File: config.mk
export PLATFORM = sky130hd
export DESIGN_NAME = rrm_front
export DESIGN_NICKNAME = d
export VERILOG_FILES = /design/src/design/rrm_pkg.sv /design/src/design/rrm_front.sv
export SDC_FILE = /design/constraint.sdc
export NUM_CORES = 1
export LEC_CHECK = 0
export ABC_AREA = 1
export BUFFER_PORTS_ARGS = -buffer_cell sky130_fd_sc_hd__clkbuf_2
export CAP_MARGIN = 20
export CELL_PAD_IN_SITES_DETAIL_PLACEMENT = 1
export CELL_PAD_IN_SITES_GLOBAL_PLACEMENT = 1
export CORE_MARGIN = 5
export CORE_UTILIZATION = 40
export DETAILED_ROUTE_END_ITERATION = 8
export HOLD_SLACK_MARGIN = 0.06
export PLACE_DENSITY_LB_ADDON = 0.08
export SLEW_MARGIN = 5
export SYNTH_ARGS = -nofsm -noshare
export SYNTH_HDL_FRONTEND = slang
export SYNTH_SLANG_ARGS = --single-unit
export TNS_END_PERCENT = 100
File: constraint.sdc
create_clock -name clk_i -period 7.6 [get_ports clk_i]
set_input_delay 0.38 -clock clk_i [delete_from_list [all_inputs] [get_ports clk_i]]
set_output_delay 0.38 -clock clk_i [all_outputs]
set_load 0.05 [all_outputs]
File: src/design/rrm_pkg.sv
// shared types, constants and table function for the range rule membership block
package rrm_pkg;

  localparam int FracBitsDef = 16;
  localparam int OutFracBits = 16;
  localparam int MembW       = OutFracBits + 1;
  localparam int QBits       = 24;
  localparam int PBits       = 30;
  localparam int QuotW       = 27;
  localparam int QueueDepth  = 4;
  localparam int QueuePtrW   = $clog2(QueueDepth);
  localparam int CfgIdxW     = 3;

  typedef enum logic [CfgIdxW-1:0] {
    REG_LOW_CROSS  = 3'd0,
    REG_LOW_UNITY  = 3'd1,
    REG_HIGH_CROSS = 3'd2,
    REG_HIGH_UNITY = 3'd3,
    REG_LOW_ABSENT = 3'd4,
    REG_HIGH_ABSENT = 3'd5
  } reg_idx_e;

  typedef struct packed {
    logic signed [31:0] env_value;
    logic               no_data;
  } in_item_t;

  typedef struct packed {
    logic [MembW-1:0] membership;
    logic             width_error;
  } out_item_t;

  typedef struct packed {
    logic               one;
    logic [31:0]        span;
    logic signed [32:0] width;
  } cls_t;

  // entry k of the chain e[0] = 2^29, e[k] = isqrt(e[k-1] * 2^30)
  function automatic logic [63:0] exp_entry(input int k);
    logic [63:0] e;
    logic [63:0] v;
    logic [63:0] res;
    logic [63:0] b;
    e = 64'd1 << (PBits - 1);
    for (int i = 1; i <= k; i++) begin
      v   = e << PBits;
      res = '0;
      b   = 64'd1 << 62;
      for (int j = 0; j < 32; j++) begin
        if (v >= res + b) begin
          v   = v - (res + b);
          res = (res >> 1) + b;
        end else begin
          res = res >> 1;
        end
        b = b >> 2;
      end
      e = res;
    end
    return e;
  endfunction

endpackage

File: src/design/rrm_front.sv
// configuration registers and item classification stage
module rrm_front import rrm_pkg::*; #(
  parameter int FRAC_BITS = FracBitsDef
) (
  input  logic               clk_i,
  input  logic               rst_ni,
  input  logic               cfg_valid_i,
  output logic               cfg_ready_o,
  input  logic [CfgIdxW-1:0] cfg_index_i,
  input  logic [31:0]        cfg_data_i,
  input  logic               in_valid_i,
  output logic               in_stall_o,
  input  in_item_t           in_i,
  input  logic               q_full_i,
  output logic               push_o,
  output cls_t               cls_o
);

  localparam longint BigRaw = 64'sd1000 <<< FRAC_BITS;
  localparam longint Big    = (BigRaw > 64'sd2147483647) ? 64'sd2147483647 : BigRaw;
  localparam logic signed [31:0] HiCrossRst = 32'(Big);
  localparam logic signed [31:0] LoCrossRst = 32'(-Big);

  logic signed [31:0] lo_cross_q, lo_unity_q, hi_cross_q, hi_unity_q;
  logic               lo_absent_q, hi_absent_q;
  logic               fr_valid_q;
  cls_t               cls_q, cls_d;
  logic               fr_en;

  logic signed [32:0] x, lu, hu, lc, hc, lo_d, hi_d, lo_w, hi_w;
  logic               use_hi;

  assign cfg_ready_o = 1'b1;

  always_ff @(posedge clk_i or negedge rst_ni) begin
    if (!rst_ni) begin
      lo_cross_q  <= LoCrossRst;
      lo_unity_q  <= '0;
      hi_cross_q  <= HiCrossRst;
      hi_unity_q  <= '0;
      lo_absent_q <= 1'b0;
      hi_absent_q <= 1'b0;
    end else if (cfg_valid_i) begin
      case (cfg_index_i)
        REG_LOW_CROSS:   lo_cross_q  <= cfg_data_i;
        REG_LOW_UNITY:   lo_unity_q  <= cfg_data_i;
        REG_HIGH_CROSS:  hi_cross_q  <= cfg_data_i;
        REG_HIGH_UNITY:  hi_unity_q  <= cfg_data_i;
        REG_LOW_ABSENT:  lo_absent_q <= cfg_data_i[0];
        REG_HIGH_ABSENT: hi_absent_q <= cfg_data_i[0];
        default: ;
      endcase
    end
  end

  always_comb begin
    x    = {in_i.env_value[31], in_i.env_value};
    lu   = {lo_unity_q[31], lo_unity_q};
    hu   = {hi_unity_q[31], hi_unity_q};
    lc   = {lo_cross_q[31], lo_cross_q};
    hc   = {hi_cross_q[31], hi_cross_q};
    lo_d = lu - x;
    hi_d = x - hu;
    lo_w = lu - lc;
    hi_w = hc - hu;
    cls_d.one = 1'b0;
    use_hi    = 1'b0;
    if (in_i.no_data) begin
      cls_d.one = 1'b1;
    end else if (lo_absent_q) begin
      cls_d.one = x < hu;
      use_hi    = 1'b1;
    end else if (hi_absent_q) begin
      cls_d.one = x > lu;
    end else begin
      cls_d.one = (x < hu) && (x > lu);
      use_hi    = x > lu;
    end
    cls_d.span  = use_hi ? hi_d[31:0] : lo_d[31:0];
    cls_d.width = use_hi ? hi_w : lo_w;
  end

  assign fr_en      = !fr_valid_q || !q_full_i;
  assign in_stall_o = !fr_en;
  assign push_o     = fr_valid_q && !q_full_i;
  assign cls_o      = cls_q;

  always_ff @(posedge clk_i or negedge rst_ni) begin
    if (!rst_ni) begin
      fr_valid_q <= 1'b0;
    end else if (fr_en) begin
      fr_valid_q <= in_valid_i;
    end
  end

  always_ff @(posedge clk_i) begin
    if (fr_en && in_valid_i) begin
      cls_q <= cls_d;
    end
  end

endmodule

==> results by group <==
Timing
  – Final Critical Period: 3240 ps
  – Final setup viols: 0
  – Fmax: 308 MHz
  – Tightest Pin Transition: 999 ps
  – Total negative slack: 0 ps
  – Hold Vio Cnt, Final: 0
  – RSZ-0062 raised after global routing: false
  – Slew Limit Headroom: 33.4%
  – Fin crit share: 42.7%
  – Final Max Slew Viols: 0
  – Final Skew: 14.2 ps

Route
  – Via count: 15400
  – Final ANT Viol Nets: 0
  – Drt total wl: 59700 microns
  – Pre-antenna DRT Iters: 5
  – Number of DRC violations after detailed-routing iteration 0: 820
  – Via density: 5.33
  – Avg WL per Cell: 20.7 microns
  – DRC errors left: 0

Worst setup path
  – Arrival @ worst endpoint: 3590 ps
  – Startpoint types: flop
  – CP max stage cell: buf_4
  – Critical path cell sequence: inv_1 -> ha_1 -> inv_1 -> fa_1 -> nand3_1 -> nand2_1 -> nand3_1 -> nand2_1 -> nand2_1 -> nand2_2 -> nand2_2 -> nand2_1 -> nand2_1 -> nand3_2 -> nand2_2 -> buf_4 -> nand3_1 -> nand2_1
  – Setup CP Type: flop to flop
  – Critical Path Sink Type: flop
  – Worst path most repeated cell: nand2_1
  – Crit Path Max Fanout: 65
  – Slowest Stage Delay on Critical Path: 650 ps
  – CP required: 7950 ps

Logic synthesis
  – Post-synth ARST share: 66.5%
  – Synth Warn #: 0
  – Main flop type after synthesis: dfrtp_1
  – Yosys cell types: 40
  – Synthesis-stage register bit count: 197
  – Cells after Synth: 2231
  – Syn_nets: 2436
  – Syn avg cell area: 7.02 sq um
  – Number of synthesized flops with an enable pin: 66
  – Post-synthesis sequential area ratio: 33.7%
  – Mapped Area: 15700 sq um

Die
  – Die area: 43200 sq um
  – Core Area: 38700 sq um
  – IO Pins: 142
  – Die X-Extent: 208 microns
  – Row count: 72
  – Initial core utilization: 40.4%
  – Die height: 208 microns

Pwr
  – VDD IR max: 0.214 mV
  – PD cells: 333 nW/um^2
  – LEAKAGE: 0.00909 uW

Global route
  – Wire length of the first global-routing pass: 91900 microns
  – Grt total ovfl: 0
  – Pin count of the biggest net entering global routing: 68
  – Antenna violations before repair: 0
  – Vias in the first global route: 16300
  – Gr usage total: 27.2%

Final layout
  – Register Area: 5280 sq um
  – Area delta synth->final: 11.8%
  – Share of layout cells above drive strength 1: 8.99%
  – Final core utilization: 45.2%
  – Final antenna diode count: 0
  – Nets: 2561
  – Footprint of the multi-input gates: 9060 sq um
  – FILL cells: 5072

Clock network
  – CTS resizes: 0
  – Bufs on Longest Clock Path: 2
  – Clk slew on worst S/H paths: 80 ps
  – CTS root buf: clkbuf_16
  – CTS Sinks: 197
  – H-tree level count: 4
  – Clock latency on the worst-skew pair: 490 ps
  – CTS buffer count: 17
  – TritonCTS clock tree: done
  – Post-CTS Setup Inserts: 0

Placed design
  – Buffers added on ports: 140
  – GP Congestion: 0.981
  – Final HPWL DP: 48500 microns

Run
  – Max-cap violations: 0

Hold path
  – Hold Path Class: primary input to flop

Outcome
  – Status: finished, final reports clean
-- layout make-up --
cell class / count / area share (%)
Clock buffer: 18 / 2.51
Clock inverter: 14 / 1.02
Inverter: 294 / 6.30
Multi-Input combinational cell: 1694 / 51.7
Sequential cell: 197 / 30.1
Tap cell: 518 / 3.70
Timing Repair Buffer: 152 / 4.64
-- stage by stage --
step	cells	total power, uW	hold slack [ps]	setup WS, ps	area [sq um]
2_1_floorplan	2231	3830	84.4	3620	15700
3_3_place_gp	2853	4780	428	4400	16900
3_5_place_dp	2854	4830	431	4350	16900
4_1_cts	2887	5860	135	4370	17500
5_1_grt	2887	6270	153	4070	17500
6_report	2887	5840	149	4360	17500
-- worst max-delay path: cells and delay by family (launching register included) --
| family | cells | cell delay [ps] |
|---|---|---|
| buffers and inverters | 3 | 790 |
| AND/OR/NAND/NOR | 13 | 1320 |
| flip-flops | 1 | 380 |
| adder cells (fa/ha/maj) | 2 | 550 |
-- timing repair --
action,in CTS,in global routing
hold endpoints to repair,64,0
hold buffers,1,0
endpoints found under the setup margin,0,0
-- cells by family after synthesis --
logic type               Yosys count  share of synthesized area [%]
AO/OA/AOI/OAI                    418                           14.4
XOR/XNOR                          93                           5.20
adder cells (fa/ha/maj)          132                           10.7
buffers and inverters            340                           8.64
flip-flops                       197                           33.7
other                              1                         0.0239
AND/OR/NAND/NOR                 1050                           27.3
-- synthesized netlist by cell type (30+ instances only) --
library cell	number	share of area (%)
a21oi_1	156	5.0
clkbuf_1	30	0.72
dfrtp_1	117	19
edfxtp_1	66	13
ha_1	128	10
inv_1	294	7.0
nand2_1	703	17
nand3_1	140	4.5
nor2_1	136	3.3
nor3_1	33	1.1
o21ai_0	185	5.9
xor2_1	70	3.9
-- final timing paths --
check                                 endpoint  depth (start not counted)  slack (ps)     startpoint
worst min-delay path                fr_valid_q                          3         150     in_valid_i
worst max-delay path                  cls_o[2]                         18        4360  lo_unity_q[0]
min in group asynchronous        hi_unity_q[6]                          2         490         rst_ni
max in group asynchronous       hi_cross_q[29]                          3        5800         rst_ni
worst min register to register   hi_unity_q[4]                          2         490  hi_unity_q[4]
worst max register to register        cls_o[2]                         18        4360  lo_unity_q[0]
-- power by group --
group | leakage (uW) | internal (uW) | total [uW] | switching (uW)
sequential | 0.00225 | 1400 | 1570 | 167
combinational | 0.00654 | 979 | 3270 | 2300
clock | 0.000303 | 484 | 994 | 510
total | 0.00909 | 2860 | 5840 | 2970
-- metal layers --
layer	routed length (microns)	vias up	share of wire [%]	GRT usage, %
li1	-	7528	-	-
met1	27400	7439	46	36.7
met2	27400	321	46	44.7
met3	2740	89	4.6	3.87
met4	2100	0	3.5	10.0
met5	0	-	0	0
-- state kept, by name, summed over array words and instances, names as in the netlist --
| register | count |
|---|---|
| fr_valid_q | 1 |
| lo_cross_q | 32 |
| hi_unity_q | 32 |
| cls_o | 66 |
| hi_absent_q | 1 |
| lo_absent_q | 1 |
| hi_cross_q | 32 |
| lo_unity_q | 32 |
-- cells in the final DEF, fill, tap and decap left out, types with 3 or more instances in the layout --
| cell type | Yosys | layout |
|---|---|---|
| a31oi_1 | 9 | 9 |
| ha_1 | 128 | 128 |
| fa_1 | 4 | 4 |
| and3_1 | 4 | 4 |
| nor2_1 | 136 | 135 |
| dfrtp_1 | 117 | 117 |
| xnor2_1 | 23 | 23 |
| inv_6 | 0 | 4 |
| nand3b_1 | 7 | 7 |
| nand3_1 | 140 | 138 |
| o21ai_1 | 8 | 8 |
| nand2_1 | 703 | 701 |
| clkinv_8 | 0 | 4 |
| a21boi_0 | 5 | 5 |
| o211ai_1 | 5 | 5 |
| edfxtp_1 | 66 | 66 |
| clkbuf_2 | 0 | 139 |
| a21oi_1 | 156 | 156 |
| inv_1 | 294 | 293 |
| dfstp_2 | 14 | 14 |
| o21a_1 | 9 | 9 |
| nand2_2 | 4 | 6 |
| o21ai_0 | 185 | 185 |
| nand4_1 | 14 | 14 |
| o2111ai_1 | 3 | 3 |
| xor2_1 | 70 | 70 |
| buf_4 | 6 | 10 |
| inv_8 | 0 | 3 |
| a21o_1 | 11 | 11 |
| nand3_2 | 2 | 4 |
| o21bai_1 | 24 | 24 |
| nor3_1 | 33 | 33 |
| clkbuf_16 | 0 | 17 |
No activity file was read; power rests on OpenSTA's default activity.
