File: src/design/rrm_pkg.sv
// shared types, constants and table function for the range rule membership block
package rrm_pkg;

  localparam int FracBitsDef = 16;
  localparam int OutFracBits = 16;
  localparam int MembW       = OutFracBits + 1;
  localparam int QBits       = 24;
  localparam int PBits       = 30;
  localparam int QuotW       = 27;
  localparam int QueueDepth  = 4;
  localparam int QueuePtrW   = $clog2(QueueDepth);
  localparam int CfgIdxW     = 3;

  typedef enum logic [CfgIdxW-1:0] {
    REG_LOW_CROSS  = 3'd0,
    REG_LOW_UNITY  = 3'd1,
    REG_HIGH_CROSS = 3'd2,
    REG_HIGH_UNITY = 3'd3,
    REG_LOW_ABSENT = 3'd4,
    REG_HIGH_ABSENT = 3'd5
  } reg_idx_e;

  typedef struct packed {
    logic signed [31:0] env_value;
    logic               no_data;
  } in_item_t;

  typedef struct packed {
    logic [MembW-1:0] membership;
    logic             width_error;
  } out_item_t;

  typedef struct packed {
    logic               one;
    logic [31:0]        span;
    logic signed [32:0] width;
  } cls_t;

  // entry k of the chain e[0] = 2^29, e[k] = isqrt(e[k-1] * 2^30)
  function automatic logic [63:0] exp_entry(input int k);
    logic [63:0] e;
    logic [63:0] v;
    logic [63:0] res;
    logic [63:0] b;
    e = 64'd1 << (PBits - 1);
    for (int i = 1; i <= k; i++) begin
      v   = e << PBits;
      res = '0;
      b   = 64'd1 << 62;
      for (int j = 0; j < 32; j++) begin
        if (v >= res + b) begin
          v   = v - (res + b);
          res = (res >> 1) + b;
        end else begin
          res = res >> 1;
        end
        b = b >> 2;
      end
      e = res;
    end
    return e;
  endfunction

endpackage

File: src/design/rrm_queue.sv
// small fifo between classification and evaluation
module rrm_queue import rrm_pkg::*; (
  input  logic clk_i,
  input  logic rst_ni,
  input  logic push_i,
  input  cls_t data_i,
  input  logic pop_i,
  output cls_t data_o,
  output logic full_o,
  output logic empty_o
);

  cls_t                 mem_q [QueueDepth];
  logic [QueuePtrW-1:0] wr_q, rd_q;
  logic [QueuePtrW:0]   cnt_q;

  assign full_o  = cnt_q == (QueuePtrW+1)'(QueueDepth);
  assign empty_o = cnt_q == '0;
  assign data_o  = mem_q[rd_q];

  always_ff @(posedge clk_i) begin
    if (push_i) begin
      mem_q[wr_q] <= data_i;
    end
  end

  always_ff @(posedge clk_i or negedge rst_ni) begin
    if (!rst_ni) begin
      wr_q  <= '0;
      rd_q  <= '0;
      cnt_q <= '0;
    end else begin
      if (push_i) wr_q <= wr_q + 1'b1;
      if (pop_i)  rd_q <= rd_q + 1'b1;
      cnt_q <= cnt_q + (QueuePtrW+1)'(push_i) - (QueuePtrW+1)'(pop_i);
    end
  end

`ifndef SYNTH
  a_no_overflow: assert property (@(posedge clk_i) disable iff (!rst_ni)
    push_i |-> !full_o) else $error("push into full queue");
  a_no_underflow: assert property (@(posedge clk_i) disable iff (!rst_ni)
    pop_i |-> !empty_o) else $error("pop from empty queue");
  a_count_range: assert property (@(posedge clk_i) disable iff (!rst_ni)
    cnt_q <= (QueuePtrW+1)'(QueueDepth)) else $error("queue count out of range");
`endif

endmodule

File: config.mk
export PLATFORM = sky130hd
export DESIGN_NAME = rrm_queue
export DESIGN_NICKNAME = d
export VERILOG_FILES = /design/src/design/rrm_pkg.sv /design/src/design/rrm_queue.sv
export SDC_FILE = /design/constraint.sdc
export NUM_CORES = 1
export LEC_CHECK = 0
export BUFFER_PORTS_ARGS = -buffer_cell sky130_fd_sc_hd__buf_2
export CORE_AREA = 2 2 144 146
export CTS_CLUSTER_SIZE = 30
export DETAILED_ROUTE_END_ITERATION = 10
export DIE_AREA = 0 0 146 148
export PLACE_DENSITY = 0.83
export SYNTH_ARGS = -nofsm -noshare
export SYNTH_HDL_FRONTEND = slang
export SYNTH_SLANG_ARGS = --single-unit
File: constraint.sdc
create_clock -name clk_i -period 2.7 [get_ports clk_i]
set_input_delay 0.405 -clock clk_i [delete_from_list [all_inputs] [get_ports clk_i]]
set_output_delay 0.405 -clock clk_i [all_outputs]
set_load 0.005 [all_outputs]
==> results of run 1 <==
==> area by class of cell <==
cell class | count | share of cell area
tap | 270 | 0.0284
inverter | 6 | 0.00190
timing repair buffer | 149 | 0.0718
multi-input combinational | 87 | 0.142
sequential | 271 | 0.683
clock buffer | 30 | 0.0578
clock inverter | 19 | 0.0158
==> Yosys cell counts <==
library cell | number | area, um^2
edfxtp_1 | 264 | 7930
and3_1 | 1 | 6.26
ha_1 | 6 | 75.1
inv_1 | 6 | 22.5
buf_1 | 3 | 11.3
buf_4 | 4 | 30.0
fa_1 | 1 | 20.0
mux4_2 | 66 | 1490
nand2_1 | 2 | 7.51
xnor2_1 | 2 | 17.5
nor3_1 | 1 | 5.00
dfrtp_1 | 7 | 175
xor2_1 | 3 | 26.3
buf_2 | 4 | 20.0
buf_6 | 1 | 11.3
o21ai_0 | 1 | 5.00
and2_1 | 4 | 25.0
buf_12 | 3 | 60.1
==> sequential cells by signal, summed over array words and instances, names as in the netlist <==
signal and count:
cnt_q 3, mem_q 264, rd_q 2, wr_q 2
==> critical path, stage by stage, from the launching register on <==
cell	delay, ps
dfrtp_4	850
buf_12	290
mux4_2	350
buf_2	150
==> kinds of logic after synthesis <==
| logic type | count (synthesis) |
|---|---|
| and+or+nand+nor | 8 |
| muxes | 66 |
| DFF | 271 |
| AOI/OAI and AO/OA | 1 |
| xor gates and xnor gates | 5 |
| buffers and inverters | 21 |
| adders and majority gates | 7 |
==> per-layer routing <==
layer,share of wire,wire length [um],vias to the layer above,GRT usage
li1,-,-,1945,-
met1,0.43,7580,2343,0.231
met3,0.054,957,26,0.0330
met4,0.014,255,2,0.0374
met2,0.50,8850,133,0.281
met5,0.00074,13,-,0
==> through the flow <==
step | instances | power (W) | cell area [um^2]
after floorplan | 379 | 0.00799 | 9930
after global placement | 782 | 0.00918 | 11000
after detailed placement | 782 | 0.00931 | 11000
after CTS | 832 | 0.0130 | 11900
after global routing | 832 | 0.0134 | 11900
final | 832 | 0.0128 | 11900
==> worst min-delay path by stage <==
stage,startpoint,end
floorplan,rst_ni,cnt_q[0]
global placement,rst_ni,cnt_q[0]
detailed placement,rst_ni,cnt_q[0]
CTS,data_i[4],mem_q[0][4]
global route,data_i[42],mem_q[0][42]
finish,data_i[0],mem_q[1][0]
==> report_power, final <==
group          internal (W)  leakage [nW]  switching, W
sequential          0.00551          2.50      0.000334
combinational       0.00172          1.17       0.00158
clock               0.00212         0.411       0.00149
==> cell usage in the layout, fill, tap and decap left out <==
| master | synthesis | layout |
|---|---|---|
| edfxtp_1 | 264 | 264 |
| buf_2 | 4 | 137 |
| mux4_2 | 66 | 66 |
| clkbuf_16 | 0 | 27 |
| inv_1 | 6 | 6 |
| ha_1 | 6 | 6 |
| buf_12 | 3 | 6 |
| clkinvlp_4 | 0 | 5 |
| clkinv_1 | 0 | 5 |
| dfrtp_1 | 7 | 5 |
| buf_4 | 4 | 5 |
| and2_4 | 0 | 4 |
| xor2_1 | 3 | 3 |
| clkbuf_1 | 0 | 3 |
| clkinv_4 | 0 | 3 |
| clkinv_2 | 0 | 3 |
| bufinv_16 | 0 | 3 |
| xnor2_1 | 2 | 2 |
| nand2_1 | 2 | 2 |
| dfrtp_4 | 0 | 2 |
| nor3_1 | 1 | 1 |
| and3_1 | 1 | 1 |
| o21ai_0 | 1 | 1 |
| fa_1 | 1 | 1 |
| dlygate4sd3_1 | 0 | 1 |
==> timing repair <==
item	CTS	global route
hold endpoints to repair	7	0
endpoints found under the setup margin	0	0
hold buffers	1	0
==> reports/results.txt, run 1 <==
Syn Nets - 456
Ports - 138
Die Ht - 148 um
Syn Area/Cell - 26.2 um^2
Final hold violations - 0
Routed vias - 4449
Largest family of logic cells by synthesized area - multiplexers
Reg2reg path depth - 4
Outcome - finished clean
Die area - 0.0216 mm^2
Synthesis-stage register bit count - 271
Synth Area in XOR/XNOR - 0.00441
Netlist cell types - 18
WHS Path Cells - 1
Max Transition Viols Final - 0
Mapped cell area - 0.00993 mm^2
Setup bufs post-CTS - 0
Yosys warning count - 0
Slack of the critical path - 118 ps
Clk root buf - clkbuf_16
Compound-Gate Fraction of Synth Area - 0.000504
Capture point of the worst reg-to-reg path - mem_q[0][49]
Largest net degree at the start of global routing - 41
Wirelength per Cell - 21.2 um
ANT cells - 0
Reg area - 0.00811 mm^2
Clock skew - 7.58 ps
Starting Density - 0.496
Min-Delay Path Class - input pin to register
Post-layout util - 0.593
Cts repair resizes - 0
Core ar. - 0.0200 mm^2
Critical Path RT - 2300 ps
Peak VDD IR - 0.000727 V
Clock Tree Buf Depth - 3
Final setup violation count - 0
Antenna violations before repair - 1
Synthesized instance count - 379
Synth-to-Final Area Change - 19.6%
Share of post-route cells with drive strength above 1 - 0.464
Die width - 146 um
CTS Buf Count - 27
Critical path type - register to output port
Vias in the first global route - 4811
Fillers - 1455
DRC viols - 0
Adder-Cell Fraction of Synth Area - 0.00957
Seq/Total Area, Yosys - 0.816
PD cells - 1070 mW/mm^2
Setup crit end - data_o[1]
RSZ-0062 raised after global routing - false
Drt pass-1 iters - 4
Row cnt - 52
Final hold slack - 99.0 ps
Clk slew on worst S/H paths - 60 ps
Multi-input gate area - 0.00168 mm^2
Grt total ovfl - 0
Max Freq - 387 MHz
Htree depth - 1
Gr usage total - 0.167
Slew HR - 0.556
1st-iter DRT viols - 310
Max cap viols - 0
GP Congestion - 0.706
Setup_tns - 0 ps
Vias per cell - 5.35
Antenna-violating nets left - 0
Period minus WS final - 2580 ps
Worst EP arrival - 2180 ps
Tcrit/Tclk final - 0.956
Clock latency at the later pin of the worst-skew pair - 520 ps
Port Buffers - 137
Hpwl dp - 10700 um
Worst Setup SP - rd_q[1]
R2r setup slk - 900 ps
WL final - 17700 um
CTS tree - done
Worst slew pin tran - 666 ps
Synth Area in Simple Gates - 0.00441
Critical Path Start Type - register
Reg2reg start - wr_q[0]
First-pass GRT wire length - 27500 um
CP Capture Type - output port
Static Leak - 4.09 nW
CP Max Fanout - 40
CTS Sinks - 271
Post-place setup slack - 629 ps
# nets final - 619
Multiplexer share of the synthesized area - 0.150
Note: power is estimated with default switching activity, not from simulation.
==> run 2: changes to the inputs <==
SETUP_SLACK_MARGIN = 0.3   (was default)
==> reports/results.txt, run 2 (same netlist as run 1, synthesis figures left out) <==
Port Buffers - 137
Max cap viols - 0
Biggest register - mem_q
Synth-to-Final Area Change - 23.2%
Core ar. - 0.0200 mm^2
Clock latency at the later pin of the worst-skew pair - 520 ps
Peak VDD IR - 0.000515 V
Drt pass-1 iters - 4
Logic gate share of total power - 0.305
Tcrit/Tclk final - 0.885
Wirelength per Cell - 22.8 um
Reg power frac - 0.423
Sw frac - 0.269
Largest net degree at the start of global routing - 36
Clock Tree Buf Depth - 3
Row cnt - 52
Period minus WS final - 2390 ps
Vias in the first global route - 4856
R2r setup slk - 880 ps
Capture point of the worst reg-to-reg path - mem_q[1][14]
Top Registers - mem_q: 264 flops, cnt_q: 3 flops
Share of post-route cells with drive strength above 1 - 0.478
Antenna-violating nets left - 0
Reg2reg path depth - 4
Final setup violation count - 0
Reg2reg start - wr_q[1]
Max Transition Viols Final - 0
Outcome - finished clean
Clock skew - 7.56 ps
Gr usage total - 0.166
First-pass GRT wire length - 27300 um
Max Freq - 418 MHz
Overall power - 0.0136 W
Most frequent cells in the layout - edfxtp_1 (264), buf_2 (136), mux4_2 (66), clkbuf_16 (33), buf_12 (8)
RSZ-0062 raised after global routing - true
Clk slew on worst S/H paths - 60 ps
Final hold violations - 0
Most common cell after layout, fill and taps aside - edfxtp_1
Clk root buf - clkbuf_16
1st-iter DRT viols - 260
CP Max Fanout - 8
Critical Path RT - 2300 ps
Ports - 138
Routed vias - 4539
Grt total ovfl - 0
Worst slew pin tran - 570 ps
Slew HR - 0.620
WHS Path Cells - 1
Static Leak - 4.28 nW
Die area - 0.0216 mm^2
CTS tree - done
Die Ht - 148 um
CP Capture Type - output port
GP Congestion - 0.691
Worst Hold Launch - data_i[25]
Setup_tns - 0 ps
Critical path type - register to output port
Min-Delay Path Class - input pin to register
Antenna violations before repair - 1
Psw - 0.00366 W
CTS Buf Count - 27
Htree depth - 1
Hpwl dp - 9910 um
Clock group share of total power - 0.272
Worst EP arrival - 1990 ps
CTS Sinks - 271
# nets final - 636
Flip-flop count of the largest register after layout - 264
WL final - 19400 um
Critical Path Start Type - register
Hold Path End - mem_q[0][25]
Vias per cell - 5.34
Starting Density - 0.496
Die width - 146 um
P_int - 0.00991 W
PD cells - 1110 mW/mm^2
DRC viols - 0
-- run 2: changes by cell type in the layout (fill, tap and decap cells not counted), sizes merged --
cell	delta
clkinv	+3
buf	+11
diode	+1
inv	+2
clkbuf	+5
bufinv	+1
clkinvlp	-5
-- run 2: cell type report --
cell class | instances | area, um^2
Clock buffer | 29 | 683
Tap cell | 270 | 338
Sequential cell | 271 | 8110
Fill cell | 1449 | 7800
Multi-Input combinational cell | 87 | 1680
Inverter | 6 | 22.5
Antenna cell | 1 | 2.50
Timing Repair Buffer | 166 | 1180
Clock inverter | 20 | 210
-- run 2: through the flow --
stage          hold slack (ps)  instances  utilization  worst slack (ps)  instance area [um^2]
6_report                   102        850        0.611               310                 12200
5_1_grt                   82.7        849        0.610               249                 12200
4_1_cts                   73.0        829        0.595               220                 11900
3_5_place_dp               254        777        0.547               628                 11000
3_3_place_gp               241        777        0.547               632                 11000
2_1_floorplan              109        379            -               817                  9940
-- run 2: what timing repair did --
| item | in CTS | in global routing |
|---|---|---|
| hold endpoints to repair | 7 | 0 |
| hold buffers | 1 | 0 |
| endpoints found under the setup margin | 66 | 66 |
| gates cloned | 1 | 8 |
| gates resized for setup | 2 | 5 |
| buffers inserted | 1 | 12 |
-- run 2: how the worst max path moves through the flow --
stage / cells after the start / startpoint / slack, ps / endpoint
after floorplan: 3 / wr_q[0] / 820 / mem_q[2][0]
after global placement: 3 / rd_q[0] / 630 / data_o[1]
after detailed placement: 3 / rd_q[0] / 630 / data_o[1]
after CTS: 3 / rd_q[0] / 220 / data_o[0]
after global routing: 4 / rd_q[0] / 250 / data_o[37]
final: 4 / rd_q[0] / 310 / data_o[56]
-- run 2: power groups by stage --
stage	clock [W]	sequential (W)	combinational [W]
3_5_place_dp	0	0.00590	0.00336
2_1_floorplan	0	0.00572	0.00225
3_3_place_gp	0	0.00584	0.00331
6_report	0.00369	0.00575	0.00413
4_1_cts	0.00378	0.00580	0.00354
5_1_grt	0.00392	0.00581	0.00447
-- run 2: critical path, cell delays in order, from the launching register on --
cell	delay, ps
dfrtp_4	470
buf_6	150
clkbuf_16	190
mux4_2	500
buf_2	140
-- run 2: per-layer routing --
metal	GRT usage	up-vias	share of wire
met5	0	-	0.00067
met3	0.0361	32	0.053
li1	-	1986	-
met1	0.217	2377	0.41
met2	0.289	142	0.51
met4	0.0413	2	0.020
==> run 3: changes to the inputs <==
CTS_BUF_LIST = sky130_fd_sc_hd__clkbuf_8   (was default)
==> reports/results.txt, run 3 (same netlist as run 1, synthesis figures left out) <==
Outcome - finished clean
Dpl cell area - 0.0110 mm^2
Critical path type - register to output port
Most frequent cells in the layout - edfxtp_1 (264), buf_2 (137), mux4_2 (66), clkbuf_8 (46), inv_1 (18)
RSZ-0062 raised after global routing - true
GP Congestion - 0.691
Min-Delay Path Class - input pin to register
ANT cells - 0
Core ar. - 0.0200 mm^2
Static Leak - 4.24 nW
Vias per cell - 5.31
Drt pass-1 iters - 4
Htree depth - 2
Reg area - 0.00811 mm^2
Sw frac - 0.279
Met2 usage - 0.294
Setup_tns - 0 ps
Wirelength per Cell - 22.1 um
Multi-input gate area - 0.00168 mm^2
Share of post-route cells with drive strength above 1 - 0.476
Met3 Use GR - 0.0451
Critical Path Start Type - register
CTS tree - done
Grt met1 use - 0.228
Psw - 0.00359 W
Hpwl dp - 9910 um
Slew HR - 0.621
CTS Sinks - 271
First-pass GRT wire length - 28100 um
PD cells - 1070 mW/mm^2
Critical Path RT - 2300 ps
Grt total ovfl - 0
Max Transition Viols Final - 0
Antenna violations before repair - 1
Biggest register - mem_q
Peak VDD IR - 0.000614 V
P_int - 0.00927 W
CP Capture Type - output port
1st-iter DRT viols - 249
Most common cell after layout, fill and taps aside - edfxtp_1
Crit path cell chain - buf_4 > clkbuf_16 > mux4_2 > buf_2
Die Ht - 148 um
Logic gate share of total power - 0.313
Worst EP arrival - 1960 ps
CP Max Fanout - 4
Final Cell Area - 0.0120 mm^2
Clk root buf - clkbuf_8
Flip-flop count of the largest register after layout - 264
Die area - 0.0216 mm^2
Top Registers - mem_q: 264 flops, cnt_q: 3 flops
DRC viols - 0
CP max-delay cell - mux4_2
GRT busiest layer - met2
Routed vias - 4591
Clk slew on worst S/H paths - 60 ps
CTS Buf Count - 42
Largest net degree at the start of global routing - 36
Clock group share of total power - 0.241
Ports - 138
Critical Path Max Stage Delay - 520 ps
# nets final - 644
Starting Density - 0.496
Die width - 146 um
Synth-to-Final Area Change - 21.1%
Antenna-violating nets left - 0
Fillers - 1477
Worst slew pin tran - 569 ps
Vias in the first global route - 4985
Tcrit/Tclk final - 0.877
Max cap viols - 0
Row cnt - 52
Clock Tree Buf Depth - 3
Clock latency at the later pin of the worst-skew pair - 520 ps
Port Buffers - 137
Final hold violations - 0
Final setup violation count - 0
Gr usage total - 0.174
Period minus WS final - 2370 ps
Max Freq - 422 MHz
Reg power frac - 0.446
WL final - 19100 um
Clock skew - 9.01 ps
run 3: worst max-delay path: cells and delay by family (launching register included):
kind                   cells  cell delay, ps
buffers and inverters      3             490
DFF                        1             440
muxes                      1             520
run 3: layout make-up:
type / instances / share of cell area
flip-flops and latches: 271 / 0.674
multi-input cells: 87 / 0.140
repair buffers: 159 / 0.0928
clock buffers: 46 / 0.0526
well taps: 270 / 0.0281
clock inverters: 25 / 0.0106
inverters: 6 / 0.00187
run 3: repair_timing:
| action | 4_1_cts | 5_1_grt |
|---|---|---|
| hold buffers | 1 | 0 |
| hold endpoints to repair | 7 | 0 |
| gates cloned | 3 | 5 |
| pin swaps | 0 | 0 |
| setup endpoints to repair | 66 | 66 |
| gates resized for setup | 4 | 0 |
| buffers inserted | 4 | 3 |
run 3: power groups by stage:
stage	Combinational [W]	Sequential, W	Clock (W)
global placement	0.00331	0.00584	0
global route	0.00435	0.00579	0.00335
finish	0.00402	0.00573	0.00310
floorplan	0.00225	0.00572	0
CTS	0.00377	0.00577	0.00318
detailed placement	0.00336	0.00590	0
run 3: through the flow:
step	setup WS, ps	util	total power [W]	std cells	hold slack [ps]
final	331	0.600	0.0129	864	95.0
after global routing	264	0.600	0.0135	864	64.2
after CTS	259	0.592	0.0127	856	55.7
after detailed placement	628	0.547	0.00926	777	254
after global placement	632	0.547	0.00914	777	241
after floorplan	817	-	0.00797	379	109
run 3: worst paths after layout:
kind	to	startpoint	depth (start not counted)	slack, ps
max in group asynchronous	rd_q[0]	rst_ni	2	2240
worst max register to register	mem_q[0][29]	wr_q[0]	4	880
min in group asynchronous	wr_q[1]	rst_ni	2	270
worst min-delay path	mem_q[2][0]	data_i[0]	1	100
worst min register to register	wr_q[0]	wr_q[0]	1	540
worst max-delay path	data_o[9]	rd_q[0]	4	330
run 3: per-layer routing:
metal / vias up / share of wire / wire length, um
met3: 36 / 0.054 / 1030
met5: - / 0.00068 / 13
met2: 147 / 0.50 / 9580
li1: 2000 / - / -
met1: 2406 / 0.42 / 8100
met4: 2 / 0.019 / 359
